## config.mk

```make
export PLATFORM = sky130hd
export DESIGN_NAME = serial_packet_framer
export DESIGN_NICKNAME = d
export VERILOG_FILES = /design/src/hdl/spf_pkg.sv /design/src/hdl/serial_packet_framer.sv /design/src/hdl/spf_cfg_regs.sv /design/src/hdl/spf_step.sv
export SDC_FILE = /design/constraint.sdc
export NUM_CORES = 1
export LEC_CHECK = 0
export BUFFER_PORTS_ARGS = -buffer_cell sky130_fd_sc_hd__buf_2
export CAP_MARGIN = 20
export CELL_PAD_IN_SITES_DETAIL_PLACEMENT = 1
export CELL_PAD_IN_SITES_GLOBAL_PLACEMENT = 2
export CORE_MARGIN = 3
export CORE_UTILIZATION = 40
export CTS_BUF_LIST = sky130_fd_sc_hd__clkbuf_2
export DETAILED_ROUTE_END_ITERATION = 10
export PLACE_DENSITY = 0.91
export SYNTH_ARGS = -nofsm -noshare
export SYNTH_HDL_FRONTEND = slang
export SYNTH_HIERARCHICAL = 1
export SYNTH_SLANG_ARGS = --single-unit
export TNS_END_PERCENT = 100
```

## constraint.sdc

```tcl
create_clock -name clk -period 6.99 [get_ports clk]
set_clock_uncertainty 0.05 [all_clocks]
set_input_delay 0.699 -clock clk [delete_from_list [all_inputs] [get_ports clk]]
set_output_delay 0.699 -clock clk [all_outputs]
set_load 0.02 [all_outputs]
```

## src/hdl/spf_pkg.sv

```systemverilog
`timescale 1ns / 1ps

package spf_pkg;

  // Widths fixed by the frame format
  localparam int CountW = 9;
  localparam int MaxMarkerBytesDefault = 4;

  // Largest ID byte that is accepted
  localparam logic [7:0] IdLimit = 8'd14;

  // Register reset values
  localparam logic [31:0] StartPatternReset   = 32'd43605;
  localparam logic [2:0]  StartLengthReset    = 3'd2;
  localparam logic [31:0] EndPatternReset     = 32'd0;
  localparam logic [2:0]  EndLengthReset      = 3'd0;
  localparam logic        LengthFieldOnReset  = 1'b1;
  localparam logic [7:0]  MaxPayloadReset     = 8'd255;
  localparam logic [2:0]  ChecksumLengthReset = 3'd1;
  localparam logic        VariablePayloadReset = 1'b0;

  typedef enum logic [2:0] {
    PH_HUNT  = 3'd0,
    PH_ID    = 3'd1,
    PH_LEN   = 3'd2,
    PH_COUNT = 3'd3,
    PH_END   = 3'd4
  } phase_t;

  typedef enum logic [1:0] {
    REJ_NONE     = 2'd0,
    REJ_BAD_ID   = 2'd1,
    REJ_OVERSIZE = 2'd2,
    REJ_NO_END   = 2'd3
  } reject_t;

  typedef enum logic [2:0] {
    CFG_START_PATTERN    = 3'd0,
    CFG_START_LENGTH     = 3'd1,
    CFG_END_PATTERN      = 3'd2,
    CFG_END_LENGTH       = 3'd3,
    CFG_LENGTH_FIELD_ON  = 3'd4,
    CFG_MAX_PAYLOAD      = 3'd5,
    CFG_CHECKSUM_LENGTH  = 3'd6,
    CFG_VARIABLE_PAYLOAD = 3'd7
  } cfg_idx_t;

  typedef struct packed {
    logic [31:0] start_pattern;
    logic [2:0]  start_length;
    logic [31:0] end_pattern;
    logic [2:0]  end_length;
    logic        length_field_on;
    logic [7:0]  max_payload;
    logic [2:0]  checksum_length;
    logic        variable_payload;
  } cfg_t;

  typedef struct packed {
    logic              found;
    phase_t            phase;
    logic [CountW-1:0] count;
    reject_t           reject;
  } result_t;

  // Marker byte at a position; positions past the fourth read as zero
  function automatic logic [7:0] marker_byte(input logic [31:0] pat, input int idx);
    logic [31:0] sh;
    sh = '0;
    if (idx >= 0 && idx < 4) begin
      sh = pat >> (8 * idx);
    end
    return sh[7:0];
  endfunction

endpackage

```

## src/hdl/serial_packet_framer.sv

```systemverilog
`timescale 1ns / 1ps

// Channel   Direction  Handshake             Payload
// in        input      in_valid / in_stall   rx_byte
// out       output     out_valid / out_stall packet_found, phase, frame_count, reject_code
// cfg       input      cfg_valid / cfg_ready cfg_index, cfg_data
//
// One byte per cycle sustained while out_stall is low; a byte's result passes the input register,
// then the result register, and the frame step sits between the two.
// Reset (rst, synchronous) empties both registers, clears the frame and loads the
// register defaults; no clearing pass is needed.
// While out_stall holds a result, one more byte is taken into the input register;
// after that in_stall rises. cfg_ready is always high.

module serial_packet_framer #(
  parameter int MaxMarkerBytes = spf_pkg::MaxMarkerBytesDefault
) (
  input  logic        clk,
  input  logic        rst,
  input  logic        in_valid,
  output logic        in_stall,
  input  logic [7:0]  rx_byte,
  output logic        out_valid,
  input  logic        out_stall,
  output logic        packet_found,
  output logic [2:0]  phase,
  output logic [8:0]  frame_count,
  output logic [1:0]  reject_code,
  input  logic        cfg_valid,
  output logic        cfg_ready,
  input  logic [2:0]  cfg_index,
  input  logic [31:0] cfg_data
);
  import spf_pkg::*;

  logic       in_full, out_full, advance;
  logic [7:0] rx_q;
  cfg_t       cfg;
  result_t    res, res_q;

  assign cfg_ready = 1'b1;

  spf_cfg_regs u_cfg (
    .clk      (clk),
    .rst      (rst),
    .wr_en    (cfg_valid & cfg_ready),
    .wr_index (cfg_index),
    .wr_data  (cfg_data),
    .cfg      (cfg)
  );

  // Move the held word on when the result register is free or being taken
  assign advance  = in_full & (~out_full | ~out_stall);
  assign in_stall = in_full & ~advance;

  spf_step #(
    .MaxMarkerBytes (MaxMarkerBytes)
  ) u_step (
    .clk     (clk),
    .rst     (rst),
    .step_en (advance),
    .rx_byte (rx_q),
    .cfg     (cfg),
    .res     (res)
  );

  // Occupancy of the input and result registers
  always_ff @(posedge clk) begin
    if (rst) begin
      in_full  <= 1'b0;
      out_full <= 1'b0;
    end else begin
      if (!in_stall) in_full <= in_valid;
      if (!out_full || !out_stall) out_full <= in_full;
    end
  end

  // Payload registers
  always_ff @(posedge clk) begin
    if (in_valid && !in_stall) rx_q <= rx_byte;
    if (advance) res_q <= res;
  end

  assign out_valid    = out_full;
  assign packet_found = res_q.found;
  assign phase        = res_q.phase;
  assign frame_count  = res_q.count;
  assign reject_code  = res_q.reject;

endmodule

```

## src/hdl/spf_cfg_regs.sv

```systemverilog
`timescale 1ns / 1ps

module spf_cfg_regs (
  input  logic          clk,
  input  logic          rst,
  input  logic          wr_en,
  input  logic [2:0]    wr_index,
  input  logic [31:0]   wr_data,
  output spf_pkg::cfg_t cfg
);
  import spf_pkg::*;

  // Hold the register file; take a write word when enabled
  always_ff @(posedge clk) begin
    if (rst) begin
      cfg.start_pattern    <= StartPatternReset;
      cfg.start_length     <= StartLengthReset;
      cfg.end_pattern      <= EndPatternReset;
      cfg.end_length       <= EndLengthReset;
      cfg.length_field_on  <= LengthFieldOnReset;
      cfg.max_payload      <= MaxPayloadReset;
      cfg.checksum_length  <= ChecksumLengthReset;
      cfg.variable_payload <= VariablePayloadReset;
    end else if (wr_en) begin
      case (cfg_idx_t'(wr_index))
        CFG_START_PATTERN:    cfg.start_pattern    <= wr_data;
        CFG_START_LENGTH:     cfg.start_length     <= wr_data[2:0];
        CFG_END_PATTERN:      cfg.end_pattern      <= wr_data;
        CFG_END_LENGTH:       cfg.end_length       <= wr_data[2:0];
        CFG_LENGTH_FIELD_ON:  cfg.length_field_on  <= wr_data[0];
        CFG_MAX_PAYLOAD:      cfg.max_payload      <= wr_data[7:0];
        CFG_CHECKSUM_LENGTH:  cfg.checksum_length  <= wr_data[2:0];
        CFG_VARIABLE_PAYLOAD: cfg.variable_payload <= wr_data[0];
        default: ;
      endcase
    end
  end

endmodule

```

## src/hdl/spf_step.sv

```systemverilog
`timescale 1ns / 1ps

module spf_step #(
  parameter int MaxMarkerBytes = spf_pkg::MaxMarkerBytesDefault
) (
  input  logic             clk,
  input  logic             rst,
  input  logic             step_en,
  input  logic [7:0]       rx_byte,
  input  spf_pkg::cfg_t    cfg,
  output spf_pkg::result_t res
);
  import spf_pkg::*;

  localparam int WinW = 8 * MaxMarkerBytes;
  localparam int LenW = $clog2(MaxMarkerBytes + 1);
  localparam int SumW = CountW + 1;

  phase_t            phase, phase_next;
  logic [CountW-1:0] count, count_next;
  logic [WinW-1:0]   swin, swin_next;
  logic [WinW-1:0]   twin, twin_next;
  logic [7:0]        payload_size, payload_size_next;

  logic [LenW-1:0]   s_len, e_len;
  logic [CountW-1:0] k, c1, cnt_hunt;
  logic [WinW-1:0]   hwin, tshift;
  logic              mismatch, hit, done, found;
  logic [SumW-1:0]   cnt_inc, total, end_min, end_max;
  reject_t           rej;

  // Frame state
  always_ff @(posedge clk) begin
    if (rst) begin
      phase        <= PH_HUNT;
      count        <= '0;
      swin         <= '0;
      twin         <= '0;
      payload_size <= MaxPayloadReset;
    end else if (step_en) begin
      phase        <= phase_next;
      count        <= count_next;
      swin         <= swin_next;
      twin         <= twin_next;
      payload_size <= payload_size_next;
    end
  end

  // One byte step: hunt, ID, length, count or end search
  always_comb begin
    // Clamp marker lengths to the window depth; a zero start length acts as one
    if (int'(cfg.start_length) > MaxMarkerBytes) s_len = LenW'(MaxMarkerBytes);
    else s_len = LenW'(cfg.start_length);
    if (s_len == '0) s_len = LenW'(1);
    if (int'(cfg.end_length) > MaxMarkerBytes) e_len = LenW'(MaxMarkerBytes);
    else e_len = LenW'(cfg.end_length);

    cnt_inc = SumW'(count) + SumW'(1);
    total   = SumW'(s_len) + SumW'(cfg.length_field_on) + SumW'(payload_size)
            + SumW'(cfg.checksum_length) + SumW'(e_len);
    end_min = SumW'(s_len) + SumW'(e_len) + SumW'(1);
    end_max = SumW'(s_len) + SumW'(cfg.max_payload) + SumW'(e_len);

    // Hunt window: drop oldest bytes down to one short of the marker, append
    if (count >= CountW'(s_len)) k = count - CountW'(s_len) + CountW'(1);
    else k = '0;
    c1   = count - k;
    hwin = swin >> {k, 3'b000};
    for (int i = 0; i < MaxMarkerBytes; i++) begin
      if (CountW'(i) == c1) hwin[8*i +: 8] = rx_byte;
    end
    cnt_hunt = c1 + CountW'(1);
    mismatch = 1'b0;
    for (int i = 0; i < MaxMarkerBytes; i++) begin
      if (CountW'(i) < cnt_hunt &&
          hwin[8*i +: 8] != marker_byte(cfg.start_pattern, i)) mismatch = 1'b1;
    end

    // Tail window: newest byte at the top, end marker sits in the top bytes
    tshift = twin >> 8;
    tshift[WinW-8 +: 8] = rx_byte;
    hit = 1'b1;
    for (int j = 0; j < MaxMarkerBytes; j++) begin
      if (j >= MaxMarkerBytes - int'(e_len) &&
          tshift[8*j +: 8] !=
            marker_byte(cfg.end_pattern, j + int'(e_len) - MaxMarkerBytes)) hit = 1'b0;
    end

    phase_next        = phase;
    count_next        = count;
    swin_next         = swin;
    twin_next         = twin;
    payload_size_next = payload_size;
    found             = 1'b0;
    rej               = REJ_NONE;
    done              = 1'b0;

    case (phase)
      PH_HUNT: begin
        if (mismatch) begin
          swin_next  = hwin >> 8;
          count_next = cnt_hunt - CountW'(1);
        end else begin
          swin_next  = hwin;
          count_next = cnt_hunt;
          if (cnt_hunt == CountW'(s_len)) phase_next = PH_ID;
        end
      end
      PH_ID: begin
        if (rx_byte > IdLimit) begin
          rej  = REJ_BAD_ID;
          done = 1'b1;
        end else begin
          count_next = CountW'(cnt_inc);
          if (cfg.length_field_on) begin
            phase_next = PH_LEN;
          end else if (cfg.variable_payload) begin
            phase_next = PH_END;
            twin_next  = '0;
          end else begin
            phase_next        = PH_COUNT;
            payload_size_next = cfg.max_payload;
          end
        end
      end
      PH_LEN: begin
        count_next        = CountW'(cnt_inc);
        payload_size_next = rx_byte;
        phase_next        = PH_COUNT;
      end
      PH_COUNT: begin
        count_next = CountW'(cnt_inc);
        if (payload_size > cfg.max_payload) begin
          rej  = REJ_OVERSIZE;
          done = 1'b1;
        end else if (cnt_inc >= total) begin
          found = 1'b1;
          done  = 1'b1;
        end
      end
      PH_END: begin
        count_next = CountW'(cnt_inc);
        twin_next  = tshift;
        if (cnt_inc >= end_min) begin
          if (hit) begin
            found = 1'b1;
            done  = 1'b1;
          end else if (cnt_inc >= end_max) begin
            rej  = REJ_NO_END;
            done = 1'b1;
          end
        end
      end
      default: begin
        phase_next = PH_HUNT;
        count_next = '0;
        swin_next  = '0;
        twin_next  = '0;
      end
    endcase

    res.found  = found;
    res.reject = rej;
    res.count  = count_next;
    res.phase  = phase_next;

    // Drop the frame on completion or reject; the count is shown before clearing
    if (done) begin
      phase_next = PH_HUNT;
      count_next = '0;
      swin_next  = '0;
      twin_next  = '0;
      res.phase  = PH_HUNT;
    end
  end

`ifndef ASSERT_OFF
  a_hunt_count: assert property (@(posedge clk) disable iff (rst)
    (phase == PH_HUNT) |-> (count < CountW'(MaxMarkerBytes)))
    else $error("hunt window count reached the window depth");

  a_found_no_reject: assert property (@(posedge clk) disable iff (rst)
    !(res.found && res.reject != REJ_NONE))
    else $error("frame both completed and rejected");

  a_frame_cleared: assert property (@(posedge clk) disable iff (rst)
    (step_en && (res.found || res.reject != REJ_NONE)) |=>
      (phase == PH_HUNT && count == '0))
    else $error("frame not cleared after completion or reject");
`endif

endmodule

```

Word level (Yosys, flattened, before mapping):

Cells that the tools add are included.

* bits of input ports: 48
* output and inout port bits: 18
* word-level logic and storage cells: 205
* bits in registers: 192

* order comparisons: 24
* reductions and logical operators: 37
* equal/unequal tests: 31
* add/sub/neg operators: 22
* shifts and indexed selects: 5
* mux-type cells: 60
* bitwise gates (word level): 6

Operators by type and width (number)
* 32-bit two-way mux: 6
* 32-bit by 1-bit >= comparator with 1-bit output (second input constant): 4
* 32-bit by 4-bit < comparator with 1-bit output (second input constant): 4
* 32-bit by 32-bit >> shifter with 8-bit output: 4
* 32-bit one-hot mux with 3 select lines: 1
* 32-bit by 4-bit subtractor with 32-bit output (second input constant): 3
* 8-bit two-way mux: 11
* 3-bit by 32-bit >= comparator with 1-bit output (first input constant): 2
* 8-bit inequality test: 8
* 32-bit one-hot mux with 2 select lines: 1
* 9-bit two-way mux: 4
* 1-bit by 32-bit >= comparator with 1-bit output (first input constant): 1
* 2-bit by 32-bit >= comparator with 1-bit output (first input constant): 1
* 32-bit by 12-bit >> shifter with 32-bit output: 1
* 10-bit by 3-bit adder with 10-bit output: 3
* 10-bit >= comparator: 3
* 3-bit two-way mux: 9
* 9-bit one-hot mux with 3 select lines: 1
* 9-bit by 1-bit adder with 9-bit output (second input constant): 2
* 2-bit by 9-bit equality test with 1-bit output (first input constant): 2
* 1-bit by 9-bit < comparator with 1-bit output (first input constant): 2
* 2-bit by 9-bit < comparator with 1-bit output (first input constant): 2
* 1-bit two-way mux: 18
* 2-bit AND reduction: 9
* other kinds (44): 83

Logic depth before layout (Yosys ltp):

Gate-level depths: netlist of run 1.

* word-level depth: 19
* mapped depth: 31
* gate-level depth less buffers: 26

Hierarchy:

The synthesis of run 1 kept the hierarchy.

Modules (own cells, without submodules)
* spf_step: cells each 1336, instances 1, sequential area each 1521.5 um^2, area each 10084.7 um^2
* spf_cfg_regs: cells each 330, instances 1, sequential area each 1661.6 um^2, area each 3449.6 um^2
* serial_packet_framer: cells each 35, instances 1, sequential area each 730.7 um^2, area each 788.3 um^2

Worst setup path after synthesis of run 1:

Ideal clock, no wire load.

* path type: reg-to-reg
* start: register u_cfg/cfg[50] (netlist name)
* end: register res_q, in the netlist frame_count[4] (data pin)
* data required time: 6.670 ns
* path buffers: 5
* cell stages (with the launch flop): 29
* setup time: 0.270 ns
* arrival time: 5.907 ns
* path slack: 0.763 ns
* period minus slack after synthesis: 6.227 ns
* cells stage by stage: dfxtp_1 > inv_1 > nand2_1 > inv_1 > ha_1 > nand3b_1 > a31o_2 > clkbuf_1 > nand2_1 > clkbuf_1 > nand2_1 > ha_1 > a211o_1 > o221a_2 > or3_1 > a211oi_1 > o2111a_1 > buf_6 > and3_1 > buf_6 > mux2i_1 > o221ai_1 > nor4b_4 > nand4_1 > a31oi_4 > buf_6 > mux2i_1 > xnor2_1 > o21ai_0

RTL lines
* end signal: assignment: line serial_packet_framer.sv:81 `if (advance) res_q <= res;`
* end: declaration: line serial_packet_framer.sv:39 `result_t res, res_q;`

==> metrics, run 1 <==
CTS sink cnt=184; endpoint class of the critical path=flip-flop; CP top delay family=simple AND/OR/NAND/NOR gates; # H-tree levels=4; CTS tree=yes; routability congestion estimate=0.897; wirelength, routed=49.7 mm; yosys warns=6; Die ar.=0.0381 mm2; status=finished clean; CTS max path bufs=2; Async SR Flop Fraction=0%; Iter 0 DRT Violations=979; initial antenna violation count=1; Synthesized Nets=1849; largest net degree at the start of global routing=83; first-pass GRT wire length=76.3 mm; number of global-route vias before repair=13614; cell count after synthesis=1701; Leakage=0.00629 uW; Tightest Pin Transition=1010 ps; Final period util=95.1%; Die Y=195 um; worst skew pair latency=890 ps; Synth cell types=93; Final Total Pwr=6720 uW; peak supply drop=0.380 mV; slew margin rel.=32.3%; port bufs=64; Core Rows=68; fin crit period=6650 ps; number of synthesized flops with an enable pin=23; initial cell density of the core=41.1%; DRC violations left=0; number of setup violations in the final report=0; CTS buffer count=17; post-synthesis sequential area ratio=27.3%; nets=1893; max cap viols=0; Post-Syn Area per Cell=8.42 um2; area delta synth->final=9.27%; worst-path fanout max=13; Routed Antenna Nets=0; Cell Area, Synth=0.0143 mm2; Final Core Density=44.9%; synthesis-stage register bit count=184; Power Density=429 mW/mm2; Critical Path Source Type=flip-flop; total grt overflow=0; WP buf/inv=4; crit-path max cell delay=450 ps; Vias/cell=6.02; setup TNS=0 ps; CP Class=reg -> reg; GRT Util Overall=25.1%; Core Footprint=0.0349 mm2; Hold Crit Class=in -> reg; Hold Violations, Final=0; First-pass DRT Iterations=6; Critical-path top delay cell=fa_1; root buffer cell=clkbuf_2; Pins Over Slew Limit=0; crit path DAT=7200 ps; IO Count=66; DP HPWL=37.0 mm; top_reg_cell synth=dfxtp_1; Vias=13335; DIE WIDTH=195 um; share of cells above drive strength 1=11.7%; clock slew at reported path FFs=300 ps; Max Fclk=0.150 GHz; wire length per cell=22.4 um; worst path required time=7540 ps
## worst min-delay path, cell delays in order
cell	delay [ps]
buf_2	110
nand2b_1	110
mux2i_1	80
## metrics by stage
stage	hold WS (ps)	instances	instance area (um2)	setup WS, ps
final	85.3	2214	15700	345
after global routing	0.574	2214	15700	-27.0
after CTS	4.19	2207	15500	13.9
after detailed placement	412	2157	15100	-18.4
after global placement	401	2157	15100	181
after floorplan	388	1701	14300	763
## what timing repair did
action	CTS	global route
setup endpoints to repair	1	52
hold buffers	18	4
endpoints found under the hold margin	20	5
resized for setup	1	21
pin swaps	0	3
buffers inserted	0	1
## per-layer routing
layer	vias to the layer above	track usage, %	part of all wire [%]
met2	443	43.2	48
li1	6182	-	-
met4	0	8.45	3.0
met1	6612	32.4	43
met5	-	0	0
met3	98	3.71	5.6
## flip-flops by register name, summed over array words and instances, names as in the netlist, 2 cells and up
| register | cells |
|---|---|
| u_step/payload_size | 8 |
| u_step/twin | 24 |
| rx_q | 8 |
| reject_code | 2 |
| u_step/phase | 3 |
| phase | 3 |
| u_step/count | 9 |
| u_step/swin | 32 |
| u_cfg/cfg | 83 |
| frame_count | 9 |
## area by class of cell
cell class / instances / area, um2
Antenna cell: 1 / 2.50
Clock buffer: 17 / 85.1
Clock inverter: 15 / 181
Fill cell: 4201 / 19200
Inverter: 71 / 267
Multi-Input combinational cell: 1340 / 9740
Sequential cell: 184 / 3910
Tap cell: 455 / 569
Timing Repair Buffer: 131 / 893
## synthesized netlist by cell type, drive strengths merged, types with 15 or more instances
library cell	number	area, um2
nand2b	135	845
nand4	20	131
a21oi	99	510
dfxtp	161	3220
and3	22	138
o21ai	92	460
nor4	15	93.8
clkbuf	63	236
edfxtp	23	691
buf	43	293
xor2	23	201
a22oi	26	195
mux2i	149	1500
a31oi	19	140
ha	87	1090
nor2	139	522
xnor2	64	561
nand2	123	464
a21o	21	158
nand3	54	293
nor3	33	170
inv	68	255
## where the power goes
group | internal [uW] | switching, uW
sequential | 1220 | 60.9
clock | 181 | 443
combinational | 1710 | 3100
total | 3110 | 3600
## cell usage in the layout, fill, tap and decap left out, types with 22 or more instances in the layout
cell           instances
edfxtp_1              23
buf_4                 45
a21oi_1               93
o21ai_0               89
dfxtp_1              161
nor3_1                31
xnor2_1               63
a22oi_1               26
nand2_1              121
nor2_1               139
ha_1                  86
xor2_1                23
nand2b_1             135
inv_1                 67
buf_2                 63
dlygate4sd3_1         22
mux2i_1              141
nand3_1               51
## final timing paths
check / start / end / slack (ps) / cells past startpoint
max: u_cfg/cfg[50] / frame_count[4] / 340 / 25
min: cfg_data[22] / u_cfg/cfg[73] / 90 / 3
max reg2reg: u_cfg/cfg[50] / frame_count[4] / 340 / 25
min reg2reg: u_step/swin[2] / u_step/swin[2] / 440 / 2
## cell families (layout without fill, tap and decap cells)
logic type	after synthesis	after routing	synth area share, %
buffers and inverters	177	234	5.56
other	1	2	0.0262
multiplexers	165	165	12.8
flip-flops	184	184	27.3
adder cells (fa/ha/maj)	100	100	9.42
AO/OA/AOI/OAI	373	373	17.1
AND/OR/NAND/NOR	614	614	22.5
XOR/XNOR	87	87	5.32
Power figures use the tool's default switching activity.
==> run 2: changes to the inputs <==
--- a/config.mk
+++ b/config.mk
@@ -5,15 +5,16 @@
 export SDC_FILE = /design/constraint.sdc
 export NUM_CORES = 1
 export LEC_CHECK = 0
-export BUFFER_PORTS_ARGS = -buffer_cell sky130_fd_sc_hd__buf_2
 export CAP_MARGIN = 20
 export CELL_PAD_IN_SITES_DETAIL_PLACEMENT = 1
 export CELL_PAD_IN_SITES_GLOBAL_PLACEMENT = 2
 export CORE_MARGIN = 3
-export CORE_UTILIZATION = 40
+export CORE_UTILIZATION = 41
 export CTS_BUF_LIST = sky130_fd_sc_hd__clkbuf_2
 export DETAILED_ROUTE_END_ITERATION = 10
-export PLACE_DENSITY = 0.91
+export DONT_BUFFER_PORTS = 1
+export PLACE_DENSITY = 0.9
+export SETUP_SLACK_MARGIN = 0.2
 export SYNTH_ARGS = -nofsm -noshare
 export SYNTH_HDL_FRONTEND = slang
 export SYNTH_HIERARCHICAL = 1
==> run 2 against run 1 <==
  * Combinational power decreased by 1%
  * Critical path depth increased by 2
  * Sequential power increased by 3%
  * First-iteration DRC count increased by 4.8%
  * Cell area increased by 0.81%
  * Clock power increased by 4.6%
  * Critical path type unchanged
  * Highest routed layer unchanged
==> metrics, run 2 (synthesis gave the netlist of run 1 again) <==
Max Fclk=0.156 GHz (+3.6%); Place WS=46.0 ps (+64.5 ps); Critical-path top delay cell=or4_1; Core Footprint=0.0340 mm2 (-2.7%); number of setup violations in the final report=0 (unchanged); Die ar.=0.0372 mm2 (-2.4%); Tightest Pin Transition=1100 ps (+95.8 ps); Largest regs=u_cfg/cfg x83, u_step/swin x32, u_step/twin x24; Reg with most FFs=u_cfg/cfg; slew margin rel.=26.5% (-5.9 points); DP HPWL=36.4 mm (-1.7%); area of the multi-input gates=0.00979 mm2 (+0.50%); endpoint class of the critical path=flip-flop; crit-path max cell delay=510 ps (+60 ps); CP Class=reg -> reg; worst path required time=7660 ps (+120 ps); # H-tree levels=4 (unchanged); root buffer cell=clkbuf_2; M2 GR Usage=45.8% (+2.6 points); area delta synth->final=10.2%; register area=0.00392 mm2 (about the same); port bufs=0 (-100%); Routed Antenna Nets=0 (unchanged); fin crit period=6410 ps (-234 ps); CTS tree=yes; Hold Crit Class=in -> reg; IO Count=66 (unchanged); CP top delay family=compound AO/OA/AOI/OAI gates; Critical Path Start=u_cfg/cfg[50]; worst skew pair latency=950 ps (+60 ps); wire length per cell=23.4 um (+4.3%); First-pass DRT Iterations=5 (-1); RR Startpoint=u_cfg/cfg[50]; Iter 0 DRT Violations=1026 (+4.8%); max FFs per register=83 (unchanged); initial antenna violation count=3 (+2); RSZ-0062 raised after global routing=no; setup TNS=0 ps (unchanged); Critical Path Source Type=flip-flop; CTS sink cnt=184 (unchanged); Vias=13274 (-0.46%); # fillers=4049 (-3.6%); CTS max path bufs=2 (unchanged); DIE WIDTH=193 um (-1.2%); Pins Over Slew Limit=0 (unchanged); Final period util=91.7% (-3.3 points); gr busiest metal=met2; most common cell after layout, fill and taps aside=dfxtp_1; HP Start=cfg_index[2]; max cap viols=0 (unchanged); wirelength, routed=51.0 mm (+2.7%); GRT Util Overall=27.2% (+2.0 points); Leakage=0.00618 uW (-1.8%); share of cells above drive strength 1=8.68% (-3.0 points); Hold Violations, Final=0 (unchanged); number of global-route vias before repair=13347 (-2.0%); Vias/cell=6.09 (+1.1%); nets=1864 (-1.5%); GRT met1 Usage=35.7% (+3.4 points); WP buf/inv=5 (+1); GR Util met3=4.14% (+0.43 points); initial cell density of the core=42.2% (+1.1 points); total grt overflow=0 (unchanged); routability congestion estimate=0.907 (+1.1%); first-pass GRT wire length=77.8 mm (+1.9%); Die Y=193 um (-1.2%); most frequent cells in the layout=dfxtp_1 (160), nor2_1 (139), mux2i_1 (136); peak supply drop=0.390 mV (+2.5%); status=finished clean; clock slew at reported path FFs=400 ps (+100 ps); Power Density=426 mW/mm2 (-0.82%); largest net degree at the start of global routing=159 (+92%); crit path DAT=7080 ps (-120 ps); worst-path fanout max=13 (unchanged); Core Rows=67 (-1.5%); fin worst setup slack=579 ps (+234 ps); CTS buffer count=17 (unchanged); DRC violations left=0 (unchanged)
[run 2: power by group]
group	internal [uW]	switching, uW	total (uW)
sequential	1220	95.2	1320
combinational	1710	3040	4740
clock	144	509	653
total	3070	3640	6710
[run 2: final cells by class]
class	instances	area share, %
multi-input combinational	1341	62.0
sequential	184	24.8
timing repair buffer	101	6.00
tap	448	3.55
inverter	71	1.69
clock inverter	15	1.32
clock buffer	17	0.539
antenna	3	0.0476
[run 2: path summary, 6_finish.rpt]
path | endpoint | slack [ps] | depth (start not counted)
setup / recovery | frame_count[4] | 580 | 27
hold / removal | u_cfg/cfg[64] | 60 | 3
setup reg to reg | frame_count[4] | 580 | 27
hold reg to reg | u_step/swin[7] | 450 | 2
[run 2: layer usage]
metal / share of wire (%) / wire length [um]
met1: 43 / 22200
met5: 0 / 0
met4: 2.6 / 1340
met2: 49 / 24800
met3: 5.3 / 2700
[run 2: repair_timing]
item / CTS / global route
pin swaps: 0 / 6
setup endpoints to repair: 14 / 52
hold endpoints to repair: 131 / 1
gates resized for setup: 2 / 28
buffers inserted: 0 / 3
hold buffers: 53 / 1
cloned: 0 / 1
[run 2: worst reg2reg max path: stages (launching register included)]
cell and delay [ps]:
dfxtp_1 390, inv_1 110, nand2_1 140, ha_1 300, inv_1 40, ha_1 230, fa_2 400, a211o_1 310
a31oi_1 160, o21bai_1 120, xnor2_1 240, nand2_1 130, ha_4 270, or4_1 510, o211ai_1 150, o2111a_2 270
and3_4 260, buf_4 190, mux2i_1 200, o221ai_1 180, nor4b_4 310, buf_4 170, nand3_1 110, a31oi_4 250
buf_6 210, mux2i_2 260, xnor2_1 170, o21ai_0 110
[run 2: through the flow]
stage                     std cells  power, uW  hold slack, ps  instance area (um2)  util (%)
after global placement         2086       5670             400                14700      43.4
final                          2180       6710            60.9                15800      46.5
after floorplan                1701       4620             388                14300         -
after detailed placement       2086       5790             413                14700      43.4
after global routing           2179       7220           -10.9                15800      46.5
after CTS                      2171       6510            5.14                15600      45.8
==> run 3: changes to the inputs <==
--- a/config.mk
+++ b/config.mk
@@ -5,15 +5,15 @@
 export SDC_FILE = /design/constraint.sdc
 export NUM_CORES = 1
 export LEC_CHECK = 0
+export BUFFER_PORTS_ARGS = -buffer_cell sky130_fd_sc_hd__buf_2
 export CAP_MARGIN = 20
 export CELL_PAD_IN_SITES_DETAIL_PLACEMENT = 1
 export CELL_PAD_IN_SITES_GLOBAL_PLACEMENT = 2
 export CORE_MARGIN = 3
-export CORE_UTILIZATION = 41
+export CORE_UTILIZATION = 40
 export CTS_BUF_LIST = sky130_fd_sc_hd__clkbuf_2
 export DETAILED_ROUTE_END_ITERATION = 10
-export DONT_BUFFER_PORTS = 1
-export PLACE_DENSITY = 0.9
+export PLACE_DENSITY = 0.91
 export SETUP_SLACK_MARGIN = 0.2
 export SYNTH_ARGS = -nofsm -noshare
 export SYNTH_HDL_FRONTEND = slang
==> run 3 against run 2 <==
  * Total power is 1.9% higher
  * Non-clock buffer count is 39 higher
  * Wire length is 1.5% lower
  * Core utilization is 1.1 points lower
  * Via count is 0.89% higher
  * Count of clock-buffer cells in the layout stayed put
  * Critical endpoint is now u_step/swin[22]
  * Flip-flop and latch count stayed put
  * Final cell count is 2.0% higher
  * Clock power is 4.6% lower
  * Sequential power is 3% lower
  * Critical path depth is 1 lower
  * First-iteration DRC count is 1.2% higher
  * Critical path type unchanged
==> metrics, run 3 (synthesis gave the netlist of run 1 again) <==
status=finished clean; number of global-route vias before repair=13649 (+2.3%); Max Fclk=0.152 GHz (-2.7%); Core Footprint=0.0349 mm2 (+2.7%); fin crit period=6590 ps (+177 ps); Largest regs=u_cfg/cfg x83, u_step/swin x32, u_step/twin x24; Post-Layout Cell Count=2224 (+2.0%); Critical Path Source Type=flip-flop; Final Total Pwr=6840 uW (+1.9%); Leakage=0.00634 uW (+2.6%); Final Core Density=45.3% (-1.1 points); IO Count=66 (unchanged); first-pass GRT wire length=76.6 mm (-1.5%); number of setup violations in the final report=0 (unchanged); GRT Util Overall=25.2% (-1.9 points); WP buf/inv=2 (-3); Vias=13392 (+0.89%); root buffer cell=clkbuf_2; CTS tree=yes; Die Y=195 um (+1.2%); wire length per cell=22.6 um (-3.5%); slew margin rel.=31.7% (+5.2 points); Tightest Pin Transition=1030 ps (-77.7 ps); DIE WIDTH=195 um (+1.2%); Core Rows=68 (+1.5%); Reg with most FFs=u_cfg/cfg; wirelength, routed=50.3 mm (-1.5%); max cap viols=0 (unchanged); nets=1903 (+2.1%); Final period util=94.3% (+2.5 points); Power Density=433 mW/mm2 (+1.6%); Hold Violations, Final=0 (unchanged); total grt overflow=0 (unchanged); most common cell after layout, fill and taps aside=dfxtp_1; Critical Path Start=u_cfg/cfg[49]; CTS sink cnt=184 (unchanged); worst path required time=7710 ps (+50 ps); WP depth=26 (-3.7%); Hold Crit Class=in -> reg; endpoint class of the critical path=flip-flop; worst-path fanout max=31 (+18); Vias/cell=6.02 (-1.1%); routability congestion estimate=0.897 (-1.1%); clock slew at reported path FFs=340 ps (-60 ps); CP Class=reg -> reg; initial cell density of the core=41.1% (-1.1 points); CTS max path bufs=2 (unchanged); DP HPWL=37.0 mm (+1.7%); initial antenna violation count=1 (-2); RR Endpoint=u_step/swin[22]; reg2reg path depth=26 (-3.7%); Routed Antenna Nets=0 (unchanged); DRC violations left=0 (unchanged); # fillers=4200 (+3.7%); First-pass DRT Iterations=5 (unchanged); CTS buffer count=17 (unchanged); r2r setup slk=400 ps (-180 ps); crit-path max cell delay=490 ps (-20 ps); RSZ-0062 raised after global routing=no; # H-tree levels=4 (unchanged); RR Startpoint=u_cfg/cfg[49]; area delta synth->final=10.4%; CP top delay family=compound AO/OA/AOI/OAI gates; Iter 0 DRT Violations=1038 (+1.2%); Worst setup endpoint=u_step/swin[22]; Critical-path top delay cell=dfxtp_1; Placed Cells=2157 (+3.4%); peak supply drop=0.382 mV (-2.1%); most frequent cells in the layout=dfxtp_1 (160), nor2_1 (139), mux2i_1 (136); port bufs=64 (+64); largest net degree at the start of global routing=83 (-48%); Die ar.=0.0381 mm2 (+2.4%); Pins Over Slew Limit=0 (unchanged); worst skew pair latency=890 ps (-60 ps); crit path DAT=7310 ps (+230 ps); share of cells above drive strength 1=12.8% (+4.1 points); max FFs per register=83 (unchanged)
## run 3: changes by cell type in the layout (fill, tap and decap cells not counted), moves of 4 or more
| cell | before | now |
|---|---|---|
| buf_2 | 0 | 63 |
| inv_6 | 1 | 5 |
| clkinv_8 | 5 | 1 |
| inv_12 | 4 | 0 |
| dlygate4sd3_1 | 53 | 22 |
| buf_4 | 43 | 50 |
## run 3: worst min-delay path by stage
| stage | from | endpoint | depth (start not counted) |
|---|---|---|---|
| 3_5_place_dp | u_step/swin[6] | u_step/swin[6] | 2 |
| 6_report | cfg_data[20] | u_cfg/cfg[71] | 3 |
| 4_1_cts | cfg_data[19] | u_cfg/cfg[70] | 3 |
| 3_3_place_gp | u_step/payload_size[0] | u_step/payload_size[0] | 2 |
| 2_1_floorplan | u_step/payload_size[0] | u_step/payload_size[0] | 2 |
| 5_1_grt | cfg_data[22] | u_cfg/cfg[73] | 3 |
## run 3: final cells by class
cell class,count,area (um2),share of cell area (%)
repair buffers,140,988,6.25
clock inverters,15,181,1.15
well taps,455,569,3.60
flip-flops and latches,184,3920,24.8
diodes,1,2.50,0.0158
multi-input cells,1341,9810,62.0
clock buffers,17,85.1,0.538
inverters,71,267,1.68
## run 3: report_power, final
| group | switching [uW] | leakage, uW | internal [uW] |
|---|---|---|---|
| sequential | 61.5 | 0.00152 | 1220 |
| combinational | 3180 | 0.00466 | 1760 |
| clock | 441 | 0.000157 | 181 |
## run 3: routing by layer
metal / share of wire [%] / global-route usage, % / vias to the layer above
met5: 0 / 0 / -
met4: 3.3 / 9.35 / 0
met3: 5.6 / 3.73 / 105
met2: 48 / 43.1 / 456
met1: 43 / 32.4 / 6630
li1: - / - / 6201
## run 3: metrics by stage
stage          instance area (um2)  setup slack, ps  TNS (ps)  hold slack (ps)
4_1_cts                      15500              233         0             4.19
5_1_grt                      15800              153         0            0.574
3_5_place_dp                 15100            -18.4     -18.4              412
2_1_floorplan                14300              763         0              388
6_report                     15800              402         0             77.6
3_3_place_gp                 15100              181         0              401
## run 3: what timing repair did
| item | CTS | global route |
|---|---|---|
| endpoints found under the setup margin | 36 | 52 |
| buffers inserted | 0 | 10 |
| hold endpoints to repair | 20 | 5 |
| hold buffers | 18 | 4 |
| resized for setup | 9 | 30 |
| cloned | 0 | 1 |
| pin swaps | 2 | 11 |
## run 3: worst register-to-register path, cell delays in order (launching register included)
cell and delay [ps]:
dfxtp_1 490, nand2_2 110, ha_1 300, inv_1 50, ha_1 240, fa_2 430
a211o_1 310, a31oi_1 180, o21bai_1 120, xnor2_1 230, nand2_1 130, ha_4 330
nand3_1 100, nor2_1 150, o21ai_0 130, o211ai_1 250, o2111a_2 290, and3_4 270
mux2i_1 370, xnor2_1 160, nor4b_4 390, nand4_1 260, a31oi_4 310, buf_12 260
mux2i_1 360, nand2_1 90, a21oi_1 170
